## src/hw/rtl/rpsc_pkg.sv

```systemverilog
`timescale 1ns / 1ps

package rpsc_pkg;

    // Key length and derived widths
    localparam int KEY_DIGITS = 4;
    localparam int CHAR_W     = 7;
    localparam int DIGIT_W    = 4;
    localparam int KEY_W      = 14;
    localparam int COUNT_W    = 16;
    localparam int POS_W      = (KEY_DIGITS > 1) ? $clog2(KEY_DIGITS) : 1;
    localparam int PCNT_W     = $clog2(KEY_DIGITS + 2);
    localparam int STEP_W     = $clog2(KEY_DIGITS + 1);

    // Run counter values
    localparam logic [PCNT_W-1:0] PCNT_FULL = PCNT_W'(KEY_DIGITS);
    localparam logic [PCNT_W-1:0] PCNT_OVER = PCNT_W'(KEY_DIGITS + 1);
    localparam logic [POS_W-1:0]  POS_LAST  = POS_W'(KEY_DIGITS - 1);
    localparam logic [STEP_W-1:0] STEPS_ALL = STEP_W'(KEY_DIGITS);

    // Decoupling queue between front and back
    localparam int Q_DEPTH = 2;
    localparam int Q_PTR_W = (Q_DEPTH > 1) ? $clog2(Q_DEPTH) : 1;
    localparam int Q_CNT_W = $clog2(Q_DEPTH + 1);

    // Divide by ten: floor(v * 6554 / 2^16) is exact for v below 2^14
    localparam int DIV10_MUL   = 6554;
    localparam int DIV10_SHIFT = 16;
    localparam int DIV10_PW    = KEY_W + 14;

    // Characters
    localparam logic [CHAR_W-1:0] CH_TAB  = 7'd9;
    localparam logic [CHAR_W-1:0] CH_LF   = 7'd10;
    localparam logic [CHAR_W-1:0] CH_CR   = 7'd13;
    localparam logic [CHAR_W-1:0] CH_ZERO = 7'h30;
    localparam logic [CHAR_W-1:0] CH_ONE  = 7'h31;
    localparam logic [CHAR_W-1:0] CH_NINE = 7'h39;
    localparam logic [CHAR_W-1:0] CH_T_LO = 7'h74;
    localparam logic [CHAR_W-1:0] CH_T_UP = 7'h54;
    localparam logic [CHAR_W-1:0] CH_H_LO = 7'h68;
    localparam logic [CHAR_W-1:0] CH_H_UP = 7'h48;
    localparam logic [CHAR_W-1:0] CH_E_LO = 7'h65;
    localparam logic [CHAR_W-1:0] CH_E_UP = 7'h45;
    localparam logic [7:0]        CH_LO8  = 8'd32;
    localparam logic [7:0]        CH_HI8  = 8'd126;
    localparam logic [7:0]        WRAP8   = 8'd95;

    localparam logic [COUNT_W-1:0] COUNT_MAX = {COUNT_W{1'b1}};

    // Configuration register indexes
    localparam int CFG_IDX_W = 1;
    typedef enum logic [CFG_IDX_W-1:0] {
        CFG_DIRECTION = 1'b0,
        CFG_START_KEY = 1'b1
    } t_cfg_idx;

    typedef logic [KEY_DIGITS-1:0][DIGIT_W-1:0] t_digits;

    // Classified request passed from front to back
    typedef struct packed {
        logic [CHAR_W-1:0] ch;
        logic              start;
        logic              is_space;
        logic              is_nz_digit;
        logic              is_zero;
    } t_item;

    // Configuration seen by the datapath
    typedef struct packed {
        logic    direction;
        logic    busy;
        t_digits start_digits;
    } t_cfg;

    function automatic logic f_is_space(input logic [CHAR_W-1:0] c);
        return (c == CH_TAB) || (c == CH_LF) || (c == CH_CR);
    endfunction

    function automatic logic f_is_nz_digit(input logic [CHAR_W-1:0] c);
        return (c >= CH_ONE) && (c <= CH_NINE);
    endfunction

endpackage

```

## src/hw/rtl/rpsc_if.sv

```systemverilog
`timescale 1ns / 1ps

// Character request channel
interface rpsc_in_if import rpsc_pkg::*; ();
    logic              valid;
    logic              ready;
    logic [CHAR_W-1:0] in_char;
    logic              start_of_text;

    modport source (output valid, output in_char, output start_of_text, input ready);
    modport sink   (input valid, input in_char, input start_of_text, output ready);
endinterface

// Result channel
interface rpsc_out_if import rpsc_pkg::*; ();
    logic               valid;
    logic               ready;
    logic [CHAR_W-1:0]  out_char;
    logic [COUNT_W-1:0] match_count;

    modport source (output valid, output out_char, output match_count, input ready);
    modport sink   (input valid, input out_char, input match_count, output ready);
endinterface

// Configuration write channel
interface rpsc_cfg_if import rpsc_pkg::*; ();
    logic             valid;
    logic             ready;
    t_cfg_idx         index;
    logic [KEY_W-1:0] data;

    modport source (output valid, output index, output data, input ready);
    modport sink   (input valid, input index, input data, output ready);
endinterface

```

## src/hw/rtl/rpsc_keyconv.sv

```systemverilog
`timescale 1ns / 1ps

module rpsc_keyconv import rpsc_pkg::*; (
    input  logic             i_clk,
    input  logic             i_rst_n,
    rpsc_cfg_if.sink         i_cfg,
    output t_cfg             o_cfg
);

    logic                  r_direction;
    logic [KEY_W-1:0]      r_val;
    logic [STEP_W-1:0]     r_steps;
    t_digits               r_digits;

    logic [DIV10_PW-1:0]   prod;
    logic [KEY_W-1:0]      quot;
    logic [KEY_W-1:0]      rem;

    assign i_cfg.ready = 1'b1;

    // One decimal digit per cycle while no configuration write arrives, lowest digit first
    always_comb begin
        prod = DIV10_PW'(r_val) * DIV10_PW'(DIV10_MUL);
        quot = prod[DIV10_SHIFT +: KEY_W];
        rem  = r_val - (quot << 3) - (quot << 1);
    end

    always_ff @(posedge i_clk) begin
        if (!i_rst_n) begin
            r_direction <= 1'b0;
            r_steps     <= '0;
            r_digits    <= '0;
            r_val       <= '0;
        end else if (i_cfg.valid) begin
            case (i_cfg.index)
                CFG_DIRECTION: r_direction <= i_cfg.data[0];
                CFG_START_KEY: begin
                    r_val   <= i_cfg.data;
                    r_steps <= STEPS_ALL;
                end
                default: r_direction <= r_direction;
            endcase
        end else if (r_steps != '0) begin
            // first remainder ends up in the last digit
            for (int j = KEY_DIGITS - 1; j > 0; j--) begin
                r_digits[j] <= r_digits[j-1];
            end
            r_digits[0] <= rem[DIGIT_W-1:0];
            r_val       <= quot;
            r_steps     <= r_steps - 1'b1;
        end
    end

    assign o_cfg.direction    = r_direction;
    assign o_cfg.busy         = (r_steps != '0);
    assign o_cfg.start_digits = r_digits;

endmodule

```

## src/hw/rtl/rpsc_front.sv

```systemverilog
`timescale 1ns / 1ps

module rpsc_front import rpsc_pkg::*; (
    input  logic    i_clk,
    input  logic    i_rst_n,
    rpsc_in_if.sink i_in,
    input  logic    i_busy,
    input  logic    i_full,
    output logic    o_push,
    output t_item   o_item
);

    logic  r_valid;
    t_item r_item;
    logic  accept;

    assign o_push     = r_valid && !i_full;
    assign i_in.ready = !i_busy && (!r_valid || o_push);
    assign accept     = i_in.valid && i_in.ready;

    // Input stage: register and classify the character
    always_ff @(posedge i_clk) begin
        if (!i_rst_n) begin
            r_valid <= 1'b0;
        end else if (accept) begin
            r_valid <= 1'b1;
        end else if (o_push) begin
            r_valid <= 1'b0;
        end
    end

    always_ff @(posedge i_clk) begin
        if (accept) begin
            r_item.ch          <= i_in.in_char;
            r_item.start       <= i_in.start_of_text;
            r_item.is_space    <= f_is_space(i_in.in_char);
            r_item.is_nz_digit <= f_is_nz_digit(i_in.in_char);
            r_item.is_zero     <= (i_in.in_char == CH_ZERO);
        end
    end

    assign o_item = r_item;

endmodule

```

## src/hw/rtl/rpsc_queue.sv

```systemverilog
`timescale 1ns / 1ps

module rpsc_queue import rpsc_pkg::*; (
    input  logic  i_clk,
    input  logic  i_rst_n,
    input  logic  i_push,
    input  t_item i_item,
    input  logic  i_pop,
    output logic  o_valid,
    output logic  o_full,
    output t_item o_item
);

    t_item               r_mem [Q_DEPTH];
    logic [Q_PTR_W-1:0]  r_wr_ptr;
    logic [Q_PTR_W-1:0]  r_rd_ptr;
    logic [Q_CNT_W-1:0]  r_count;

    function automatic logic [Q_PTR_W-1:0] f_next(input logic [Q_PTR_W-1:0] p);
        return (p == Q_PTR_W'(Q_DEPTH - 1)) ? '0 : p + 1'b1;
    endfunction

    assign o_valid = (r_count != '0);
    assign o_full  = (r_count == Q_CNT_W'(Q_DEPTH));
    assign o_item  = r_mem[r_rd_ptr];

    // Pointers and fill level
    always_ff @(posedge i_clk) begin
        if (!i_rst_n) begin
            r_wr_ptr <= '0;
            r_rd_ptr <= '0;
            r_count  <= '0;
        end else begin
            if (i_push) begin
                r_wr_ptr <= f_next(r_wr_ptr);
            end
            if (i_pop) begin
                r_rd_ptr <= f_next(r_rd_ptr);
            end
            if (i_push && !i_pop) begin
                r_count <= r_count + 1'b1;
            end else if (i_pop && !i_push) begin
                r_count <= r_count - 1'b1;
            end
        end
    end

    always_ff @(posedge i_clk) begin
        if (i_push) begin
            r_mem[r_wr_ptr] <= i_item;
        end
    end

endmodule

```

## src/hw/rtl/rpsc_back.sv

```systemverilog
`timescale 1ns / 1ps

module rpsc_back import rpsc_pkg::*; (
    input  logic       i_clk,
    input  logic       i_rst_n,
    input  logic       i_q_valid,
    input  t_item      i_q_item,
    input  t_cfg       i_cfg,
    output logic       o_q_pop,
    rpsc_out_if.source o_out
);

    t_digits            r_key;
    logic [POS_W-1:0]   r_pos;
    t_digits            r_pend;
    logic [PCNT_W-1:0]  r_pcnt;
    logic [CHAR_W-1:0]  r_prev0;
    logic [CHAR_W-1:0]  r_prev1;
    logic [COUNT_W-1:0] r_cnt;
    logic               r_out_valid;
    logic [CHAR_W-1:0]  r_out_char;
    logic [COUNT_W-1:0] r_out_count;

    t_digits            n_key;
    logic [POS_W-1:0]   n_pos;
    t_digits            n_pend;
    logic [PCNT_W-1:0]  n_pcnt;
    logic [CHAR_W-1:0]  n_prev0;
    logic [CHAR_W-1:0]  n_prev1;
    logic [COUNT_W-1:0] n_cnt;

    logic [DIGIT_W-1:0] digit;
    logic [CHAR_W-1:0]  shifted;
    logic [POS_W-1:0]   pos_adv;
    logic [CHAR_W-1:0]  out_ch;
    logic               run_digit;
    logic               run_open;
    logic               hit;

    // Shift within the printable range
    function automatic logic [CHAR_W-1:0] f_shift(input logic [CHAR_W-1:0] c,
                                                  input logic [DIGIT_W-1:0] d,
                                                  input logic dec);
        logic [7:0] c8;
        logic [7:0] d8;
        logic [7:0] r8;
        c8 = {1'b0, c};
        d8 = {4'b0, d};
        if (!dec) begin
            if (c8 + d8 > CH_HI8) begin
                r8 = ((c8 >= WRAP8) ? c8 - WRAP8 : c8) + d8;
            end else begin
                r8 = c8 + d8;
            end
        end else begin
            if (c8 < CH_LO8 + d8) begin
                r8 = c8 + WRAP8 - d8;
            end else begin
                r8 = c8 - d8;
            end
        end
        return r8[CHAR_W-1:0];
    endfunction

    function automatic t_digits f_push(input t_digits p, input logic [DIGIT_W-1:0] d);
        t_digits t;
        for (int j = 0; j < KEY_DIGITS - 1; j++) begin
            t[j] = p[j+1];
        end
        t[KEY_DIGITS-1] = d;
        return t;
    endfunction

    assign o_q_pop = i_q_valid && (!r_out_valid || o_out.ready);

    // Per-character state update
    always_comb begin
        n_key   = r_key;
        n_pos   = r_pos;
        n_pend  = r_pend;
        n_pcnt  = r_pcnt;
        n_prev0 = r_prev0;
        n_prev1 = r_prev1;
        n_cnt   = r_cnt;

        if (i_q_item.start) begin
            n_key   = i_cfg.start_digits;
            n_pos   = '0;
            n_pend  = '0;
            n_pcnt  = '0;
            n_prev0 = CH_ZERO;
            n_prev1 = CH_ZERO;
            n_cnt   = '0;
        end

        shifted  = f_shift(i_q_item.ch, n_key[n_pos], i_cfg.direction);
        pos_adv  = (n_pos == POS_LAST) ? '0 : n_pos + 1'b1;
        run_open = (n_pcnt != '0) && (n_pcnt <= PCNT_FULL);
        out_ch   = i_q_item.is_space ? i_q_item.ch : shifted;
        if (!i_q_item.is_space) begin
            n_pos = pos_adv;
        end

        // Digit runs come from the plaintext side
        if (!i_cfg.direction) begin
            run_digit = i_q_item.is_nz_digit || (i_q_item.is_zero && n_pcnt != '0);
            digit     = i_q_item.ch[DIGIT_W-1:0];
        end else begin
            run_digit = f_is_nz_digit(out_ch) || ((out_ch == CH_ZERO) && n_pcnt != '0);
            digit     = out_ch[DIGIT_W-1:0];
        end

        if (run_digit) begin
            if (n_pcnt < PCNT_FULL) begin
                n_pend = f_push(n_pend, digit);
                n_pcnt = n_pcnt + 1'b1;
            end else begin
                n_pcnt = PCNT_OVER;
            end
        end else if (run_open) begin
            n_key  = n_pend;
            n_pend = '0;
            n_pcnt = '0;
            n_pos  = '0;
        end else if (n_pcnt != '0) begin
            n_pend = '0;
            n_pcnt = '0;
        end

        if (out_ch == CH_LF) begin
            n_pos = '0;
        end

        // "the" detector, saturating count
        hit = ((n_prev1 == CH_T_LO) || (n_prev1 == CH_T_UP)) &&
              ((n_prev0 == CH_H_LO) || (n_prev0 == CH_H_UP)) &&
              ((out_ch == CH_E_LO) || (out_ch == CH_E_UP));
        if (hit && n_cnt != COUNT_MAX) begin
            n_cnt = n_cnt + 1'b1;
        end
        n_prev1 = n_prev0;
        n_prev0 = out_ch;
    end

    always_ff @(posedge i_clk) begin
        if (!i_rst_n) begin
            r_key       <= '0;
            r_pos       <= '0;
            r_pend      <= '0;
            r_pcnt      <= '0;
            r_prev0     <= CH_ZERO;
            r_prev1     <= CH_ZERO;
            r_cnt       <= '0;
            r_out_valid <= 1'b0;
        end else begin
            if (o_q_pop) begin
                r_key       <= n_key;
                r_pos       <= n_pos;
                r_pend      <= n_pend;
                r_pcnt      <= n_pcnt;
                r_prev0     <= n_prev0;
                r_prev1     <= n_prev1;
                r_cnt       <= n_cnt;
                r_out_valid <= 1'b1;
            end else if (o_out.ready) begin
                r_out_valid <= 1'b0;
            end
        end
    end

    // Output register
    always_ff @(posedge i_clk) begin
        if (o_q_pop) begin
            r_out_char  <= out_ch;
            r_out_count <= n_cnt;
        end
    end

    assign o_out.valid       = r_out_valid;
    assign o_out.out_char    = r_out_char;
    assign o_out.match_count = r_out_count;

`ifndef SYNTHESIS
    a_pcnt_range: assert property (@(posedge i_clk) disable iff (!i_rst_n)
        r_pcnt <= PCNT_OVER)
        else $error("digit run counter out of range");

    a_space_pass: assert property (@(posedge i_clk) disable iff (!i_rst_n)
        o_q_pop && i_q_item.is_space |=> r_out_char == $past(i_q_item.ch))
        else $error("tab, LF or CR was altered");

    a_count_sat: assert property (@(posedge i_clk) disable iff (!i_rst_n)
        o_q_pop && !i_q_item.start && r_cnt == COUNT_MAX |=> r_cnt == COUNT_MAX)
        else $error("match count wrapped");
`endif

endmodule

```

## src/hw/rtl/rekeying_printable_shift_cipher.sv

```systemverilog
`timescale 1ns / 1ps

// Rekeying printable shift cipher.
// i_in carries one 7-bit character per request plus a start-of-text flag that
// reloads key, digit position, digit run, history and match count first.
// o_out returns exactly one result per request: the shifted character (tab, LF
// and CR unchanged) and the saturating count of "the" seen so far.
// i_cfg writes register 0 (direction: 0 encode, 1 decode) and register 1
// (start key, used at the next start of text); it is always ready.
// A start-key write is split into decimal digits one per cycle while no further
// i_cfg write arrives, so i_in is held off until every key digit is done.
// A result passes the input stage, 2-entry queue and state/output stage after
// its request is accepted. One character per cycle while o_out is ready and no
// key conversion runs, limited by the key and digit-run update in the back end.
// When o_out stalls, the output register holds and the queue and input stage
// keep taking up to three further requests before i_in.ready drops.
// Reset (synchronous, active low) clears the configuration to encode with
// key 0 and clears all text state and the pipeline.
module rekeying_printable_shift_cipher import rpsc_pkg::*; (
    input  logic       i_clk,
    input  logic       i_rst_n,
    rpsc_in_if.sink    i_in,
    rpsc_out_if.source o_out,
    rpsc_cfg_if.sink   i_cfg
);

    t_cfg  cfg;
    logic  push;
    logic  full;
    logic  pop;
    logic  q_valid;
    t_item f_item;
    t_item q_item;

    rpsc_keyconv u_keyconv (
        .i_clk   (i_clk),
        .i_rst_n (i_rst_n),
        .i_cfg   (i_cfg),
        .o_cfg   (cfg)
    );

    rpsc_front u_front (
        .i_clk   (i_clk),
        .i_rst_n (i_rst_n),
        .i_in    (i_in),
        .i_busy  (cfg.busy),
        .i_full  (full),
        .o_push  (push),
        .o_item  (f_item)
    );

    rpsc_queue u_queue (
        .i_clk   (i_clk),
        .i_rst_n (i_rst_n),
        .i_push  (push),
        .i_item  (f_item),
        .i_pop   (pop),
        .o_valid (q_valid),
        .o_full  (full),
        .o_item  (q_item)
    );

    rpsc_back u_back (
        .i_clk     (i_clk),
        .i_rst_n   (i_rst_n),
        .i_q_valid (q_valid),
        .i_q_item  (q_item),
        .i_cfg     (cfg),
        .o_q_pop   (pop),
        .o_out     (o_out)
    );

endmodule

```

## src/flat_wrapper.sv

```systemverilog
// flat-port wrapper written by rule: the top's interface ports become plain ports
module rekeying_printable_shift_cipher_flat import rpsc_pkg::*;
  (i_clk, i_rst_n, i_in_valid, i_in_in_char, i_in_start_of_text, i_in_ready, o_out_valid, o_out_out_char, o_out_match_count, o_out_ready, i_cfg_valid, i_cfg_index, i_cfg_data, i_cfg_ready);
  rpsc_in_if i_in_i ();
  rpsc_out_if o_out_i ();
  rpsc_cfg_if i_cfg_i ();
  input  logic i_clk;
  input  logic i_rst_n;
  input wire logic [$bits(i_in_i.valid)-1:0] i_in_valid;
  input wire logic [$bits(i_in_i.in_char)-1:0] i_in_in_char;
  input wire logic [$bits(i_in_i.start_of_text)-1:0] i_in_start_of_text;
  output wire logic [$bits(i_in_i.ready)-1:0] i_in_ready;
  output wire logic [$bits(o_out_i.valid)-1:0] o_out_valid;
  output wire logic [$bits(o_out_i.out_char)-1:0] o_out_out_char;
  output wire logic [$bits(o_out_i.match_count)-1:0] o_out_match_count;
  input wire logic [$bits(o_out_i.ready)-1:0] o_out_ready;
  input wire logic [$bits(i_cfg_i.valid)-1:0] i_cfg_valid;
  input wire logic [$bits(i_cfg_i.index)-1:0] i_cfg_index;
  input wire logic [$bits(i_cfg_i.data)-1:0] i_cfg_data;
  output wire logic [$bits(i_cfg_i.ready)-1:0] i_cfg_ready;
  assign i_in_i.valid = i_in_valid;
  assign i_in_i.in_char = i_in_in_char;
  assign i_in_i.start_of_text = i_in_start_of_text;
  assign i_in_ready = i_in_i.ready;
  assign o_out_valid = o_out_i.valid;
  assign o_out_out_char = o_out_i.out_char;
  assign o_out_match_count = o_out_i.match_count;
  assign o_out_i.ready = o_out_ready;
  assign i_cfg_i.valid = i_cfg_valid;
  assign i_cfg_i.index = i_cfg_index;
  assign i_cfg_i.data = i_cfg_data;
  assign i_cfg_ready = i_cfg_i.ready;
  rekeying_printable_shift_cipher u_core (.i_clk(i_clk), .i_rst_n(i_rst_n), .i_in(i_in_i), .o_out(o_out_i), .i_cfg(i_cfg_i));
endmodule
```

## config.mk

```make
export PLATFORM = sky130hd
export DESIGN_NAME = rekeying_printable_shift_cipher_flat
export DESIGN_NICKNAME = d
export VERILOG_FILES = /design/src/hw/rtl/rpsc_pkg.sv /design/src/hw/rtl/rpsc_if.sv /design/src/hw/rtl/rpsc_keyconv.sv /design/src/hw/rtl/rpsc_front.sv /design/src/hw/rtl/rpsc_queue.sv /design/src/hw/rtl/rpsc_back.sv /design/src/hw/rtl/rekeying_printable_shift_cipher.sv /design/src/flat_wrapper.sv
export SDC_FILE = /design/constraint.sdc
export NUM_CORES = 1
export LEC_CHECK = 0
export BUFFER_PORTS_ARGS = -buffer_cell sky130_fd_sc_hd__buf_2
export CORE_UTILIZATION = 50
export CTS_CLUSTER_SIZE = 24
export DETAILED_ROUTE_END_ITERATION = 8
export GPL_ROUTABILITY_DRIVEN = 1
export GPL_TIMING_DRIVEN = 0
export MAX_ROUTING_LAYER = met4
export PLACE_DENSITY_LB_ADDON = 0.25
export SETUP_SLACK_MARGIN = 0.5
export SYNTH_ARGS = -nofsm -noshare
export SYNTH_HDL_FRONTEND = slang
export SYNTH_HIERARCHICAL = 1
export SYNTH_SLANG_ARGS = --single-unit
```

## constraint.sdc

```tcl
create_clock -name i_clk -period 9 [get_ports i_clk]
set_input_delay 1.8 -clock i_clk [delete_from_list [all_inputs] [get_ports i_clk]]
set_output_delay 1.8 -clock i_clk [all_outputs]
set_load 0.1 [all_outputs]
```

==> run_results.csv <==
group,metric,value,unit
sta,fin_skew,0.0144,ns
final_layout,drive_gt1_frac,0.174,
hold_path,hold_depth,0,
worst_setup_path,crit_path_max_fanout,10,
job,maxCapViolations,0,
route,drt_pass1_iterations,5,
route,via_per_inst,5.66,
grt,antenna_found_initial,0,
sta,min_period_over_period,0.691,
floorplan,start_util,0.511,
final_layout,diodes,0,
route,detail_route.wl_per_cell,17.4,um
sta,maxSlewViolCount,0,
route,drcViolationCount,0,
sta,timing.hold.ws,0.449,ns
yosys,synth_ff_type,"dfxtp_1",
clock_network,insertion_delay,0.43,ns
pwr,ir_drop,0.254,mV
yosys,ys_types,99,
floorplan,ios,54,
floorplan,die_h,129,um
final_layout,fin_nets,972,
grt,overflow,0,
yosys,yosysWarnings,6,
worst_setup_path,critPathBufInv,8,
clock_network,postCtsHoldBufs,0,
clock_network,clkSlewWorstSetupHoldPaths,0.06,ns
grt,grt_max_degree,34,
clock_network,cts.sinks,132,
worst_setup_path,cpPeakStageDelay,0.53,ns
worst_setup_path,cp-end-kind,"register",
final_layout,seq_area,3200,um^2
worst_setup_path,critical_path_class,"reg2reg",
final_layout,stdcell_count,1135,
yosys,async_reset_ff_frac,0,
final_layout,multi_input_area,4400,um^2
sta,hold_viol_final,0,
worst_setup_path,cp.arrival,6.53,ns
yosys,synth_seq_cells,132,
route,postRouteAntennaNets,0,
yosys,netlist_area,8080,um^2
sta,tightestPinTransition,0.992,ns
clock_network,cts_buffer_depth,2,
yosys,post_synth.cell_area_avg,9.70,um^2
clock_network,postCtsSetupRepairBufs,0,
route,drt_iter0_drc,527,
pwr,p_total,0.00299,W
yosys,synth_edf_count,56,
worst_setup_path,worstSetupStartpointType,"register",
worst_setup_path,crit_family,"compound AO/OA/AOI/OAI gates",
worst_setup_path,worst-r2r-cell-count,23,
grt,grt_pass1_vias,6148,
sta,setup_viol,0,
sta,clock.fmax,161,MHz
final_layout,fillers,1356,
floorplan,core_area,15800,um^2
route,wl,19800,um
sta,rsz0062_at_grt,"no",
worst_setup_path,crit_cells,23,
final_layout,final_core_util,0.579,
clock_network,cts-root-buf,"clkbuf_16",
final_layout,area_growth,13.4,%
status,status,"complete, no violations",
place,dp_cells,1103,
sta,max-slew-margin-rel,0.337,
grt,grt_pass1_wl,31800,um
place,dp_hpwl,14500,um
place,io_buffers,39,
clock_network,cts_buffers,17,
sta,finalSetupTns,0,ns
clock_network,ctsResizeCount,0,
pwr,leakage,3.57,nW
yosys,seq_area_frac_synth,0.396,
sta,period_needed,6.22,ns
worst_setup_path,path_cells,"buf_2, mux2_2, clkbuf_1, clkinv_1, clkbuf_1, nand2_1, and2_1, inv_1, ha_1, inv_1, fa_1, nor3_2, o311ai_1, a31oi_4, nand4_1, a311oi_2, nand3_2, o41ai_4, o22a_1, buf_4, o221a_4, buf_6, o2bb2ai_1",
clock_network,cts_tree,"built",
clock_network,htree_levels,4,
worst_setup_path,reg2reg_slack,2.78,ns
floorplan,fp.dieW,129,um
pwr,power_density,326,nW/um^2
place,gp_congestion,0.950,
grt,track_usage,0.260,
worst_setup_path,critical_path_required,9.31,ns
hold_path,hp-class,"reg2reg",
floorplan,rows,46,
yosys,postSynthCellCount,833,
worst_setup_path,crit_slowest_cell,"a311oi_2",
floorplan,dieArea,16700,um^2
route,num_vias,6421,
[flip-flops by register name, summed over array words and instances, names as in the netlist, 2 cells and up, named ones only]
name / flops
u_core/u_back/o_out.match_count: 16
u_core/u_back/r_pend: 16
u_core/u_queue/r_mem: 22
u_core/u_back/o_out.out_char: 7
u_core/u_back/r_pos: 2
u_core/u_keyconv/r_steps: 3
u_core/u_back/r_prev1: 6
u_core/u_back/r_cnt: 16
u_core/u_queue/r_count: 2
u_core/u_back/r_prev0: 6
u_core/u_back/r_pcnt: 3
u_core/u_front/o_item: 11
u_core/u_back/r_key: 16
[metal layers]
layer	part of all wire	GRT usage	vias up
met3	0.048	0.0454	26
met2	0.47	0.411	206
li1	-	-	3139
met5	0	-	-
met1	0.46	0.332	3050
met4	0.019	0.0969	0
[cell usage in the layout, fill, tap and decap left out, drive strengths merged, types with 12 or more instances in the layout]
| master | count |
|---|---|
| nor2 | 30 |
| nor3b | 12 |
| and2 | 24 |
| nor2b | 27 |
| a21oi | 35 |
| nand2 | 91 |
| nand3 | 14 |
| nor3 | 13 |
| dfxtp | 76 |
| ha | 32 |
| inv | 54 |
| conb | 17 |
| clkbuf | 39 |
| buf | 80 |
| xnor2 | 22 |
| nand4 | 12 |
| mux2 | 13 |
| o21ai | 39 |
| mux2i | 15 |
| o22ai | 12 |
| edfxtp | 56 |
[metrics by stage]
stage                     worst slack, ns  instance area (um^2)
after global routing                 2.39                  9170
after floorplan                      3.97                  8140
after detailed placement             2.82                  8610
after CTS                            2.82                  9170
final                                2.78                  9170
after global placement               2.87                  8600
[worst register-to-register path, delay by kind of cell, from the launching register on]
family / cells / cell delay, ns
compound gates: 7 / 1.94
fa+ha+maj: 2 / 0.61
simple gates: 5 / 1.06
flops: 1 / 0.34
buf+inv: 8 / 1.74
mux: 1 / 0.43
[synthesized netlist by cell type (7+ instances only)]
library cell / number / area, um^2
a21oi_1: 32 / 160
buf_4: 23 / 173
a22o_1: 10 / 87.6
nand2b_1: 8 / 50.1
o2bb2ai_1: 11 / 96.3
nor2_1: 30 / 113
o21a_1: 7 / 52.6
nor2b_1: 27 / 169
or3_1: 10 / 62.6
xnor2_1: 22 / 193
nand4_1: 11 / 68.8
edfxtp_1: 56 / 1680
nor3b_1: 12 / 90.1
and2_1: 24 / 150
mux2_2: 13 / 146
o21ai_0: 34 / 170
nand2_1: 91 / 342
a31oi_1: 9 / 56.3
o22ai_1: 12 / 75.1
dfxtp_1: 76 / 1520
clkbuf_1: 21 / 78.8
buf_2: 8 / 40.0
nor3_1: 11 / 55.1
a21boi_0: 8 / 60.1
and3_1: 9 / 56.3
mux2i_1: 15 / 150
inv_1: 43 / 161
ha_1: 32 / 400
nand3_1: 13 / 65.1
xor2_1: 11 / 96.3
[layout make-up]
class                           count  area share
Tap cell                          216      0.0295
Sequential cell                   132       0.349
Multi-Input combinational cell    608       0.480
Clock inverter                     15      0.0149
Inverter                           45      0.0184
Clock buffer                       17      0.0464
Timing Repair Buffer               39      0.0213
Buffer                             63      0.0399
[final timing paths]
| path | startpoint | endpoint |
|---|---|---|
| setup reg to reg | register | u_core/u_back/r_pend[4]$_SDFFE_PN0P_ |
| setup / recovery | register | u_core/u_back/r_pend[4]$_SDFFE_PN0P_ |
| hold reg to reg | u_core/u_front/o_item[8]$_DFFE_PP_ | u_core/u_queue/r_mem[0][8]$_DFFE_PP_ |
| hold / removal | u_core/u_front/o_item[8]$_DFFE_PP_ | u_core/u_queue/r_mem[0][8]$_DFFE_PP_ |
[where the power goes]
| group | internal, W | switching, W | total (W) | leakage, nW |
|---|---|---|---|---|
| combinational | 0.000444 | 0.00105 | 0.00150 | 2.15 |
| sequential | 0.000776 | 0.0000598 | 0.000836 | 1.15 |
| clock | 0.000364 | 0.000290 | 0.000654 | 0.272 |
| total | 0.00158 | 0.00140 | 0.00299 | 3.57 |
[cell families (layout without fill, tap and decap cells)]
logic type,after synthesis,count (layout),synth area share
compound gates,196,196,0.182
fa+ha+maj,38,38,0.0644
mux,32,32,0.0478
other cells,2,17,0.000929
buf+inv,108,179,0.0659
simple gates,292,292,0.207
flops,132,132,0.396
xor+xnor,33,33,0.0358
(Power assumes the default switching activity.)
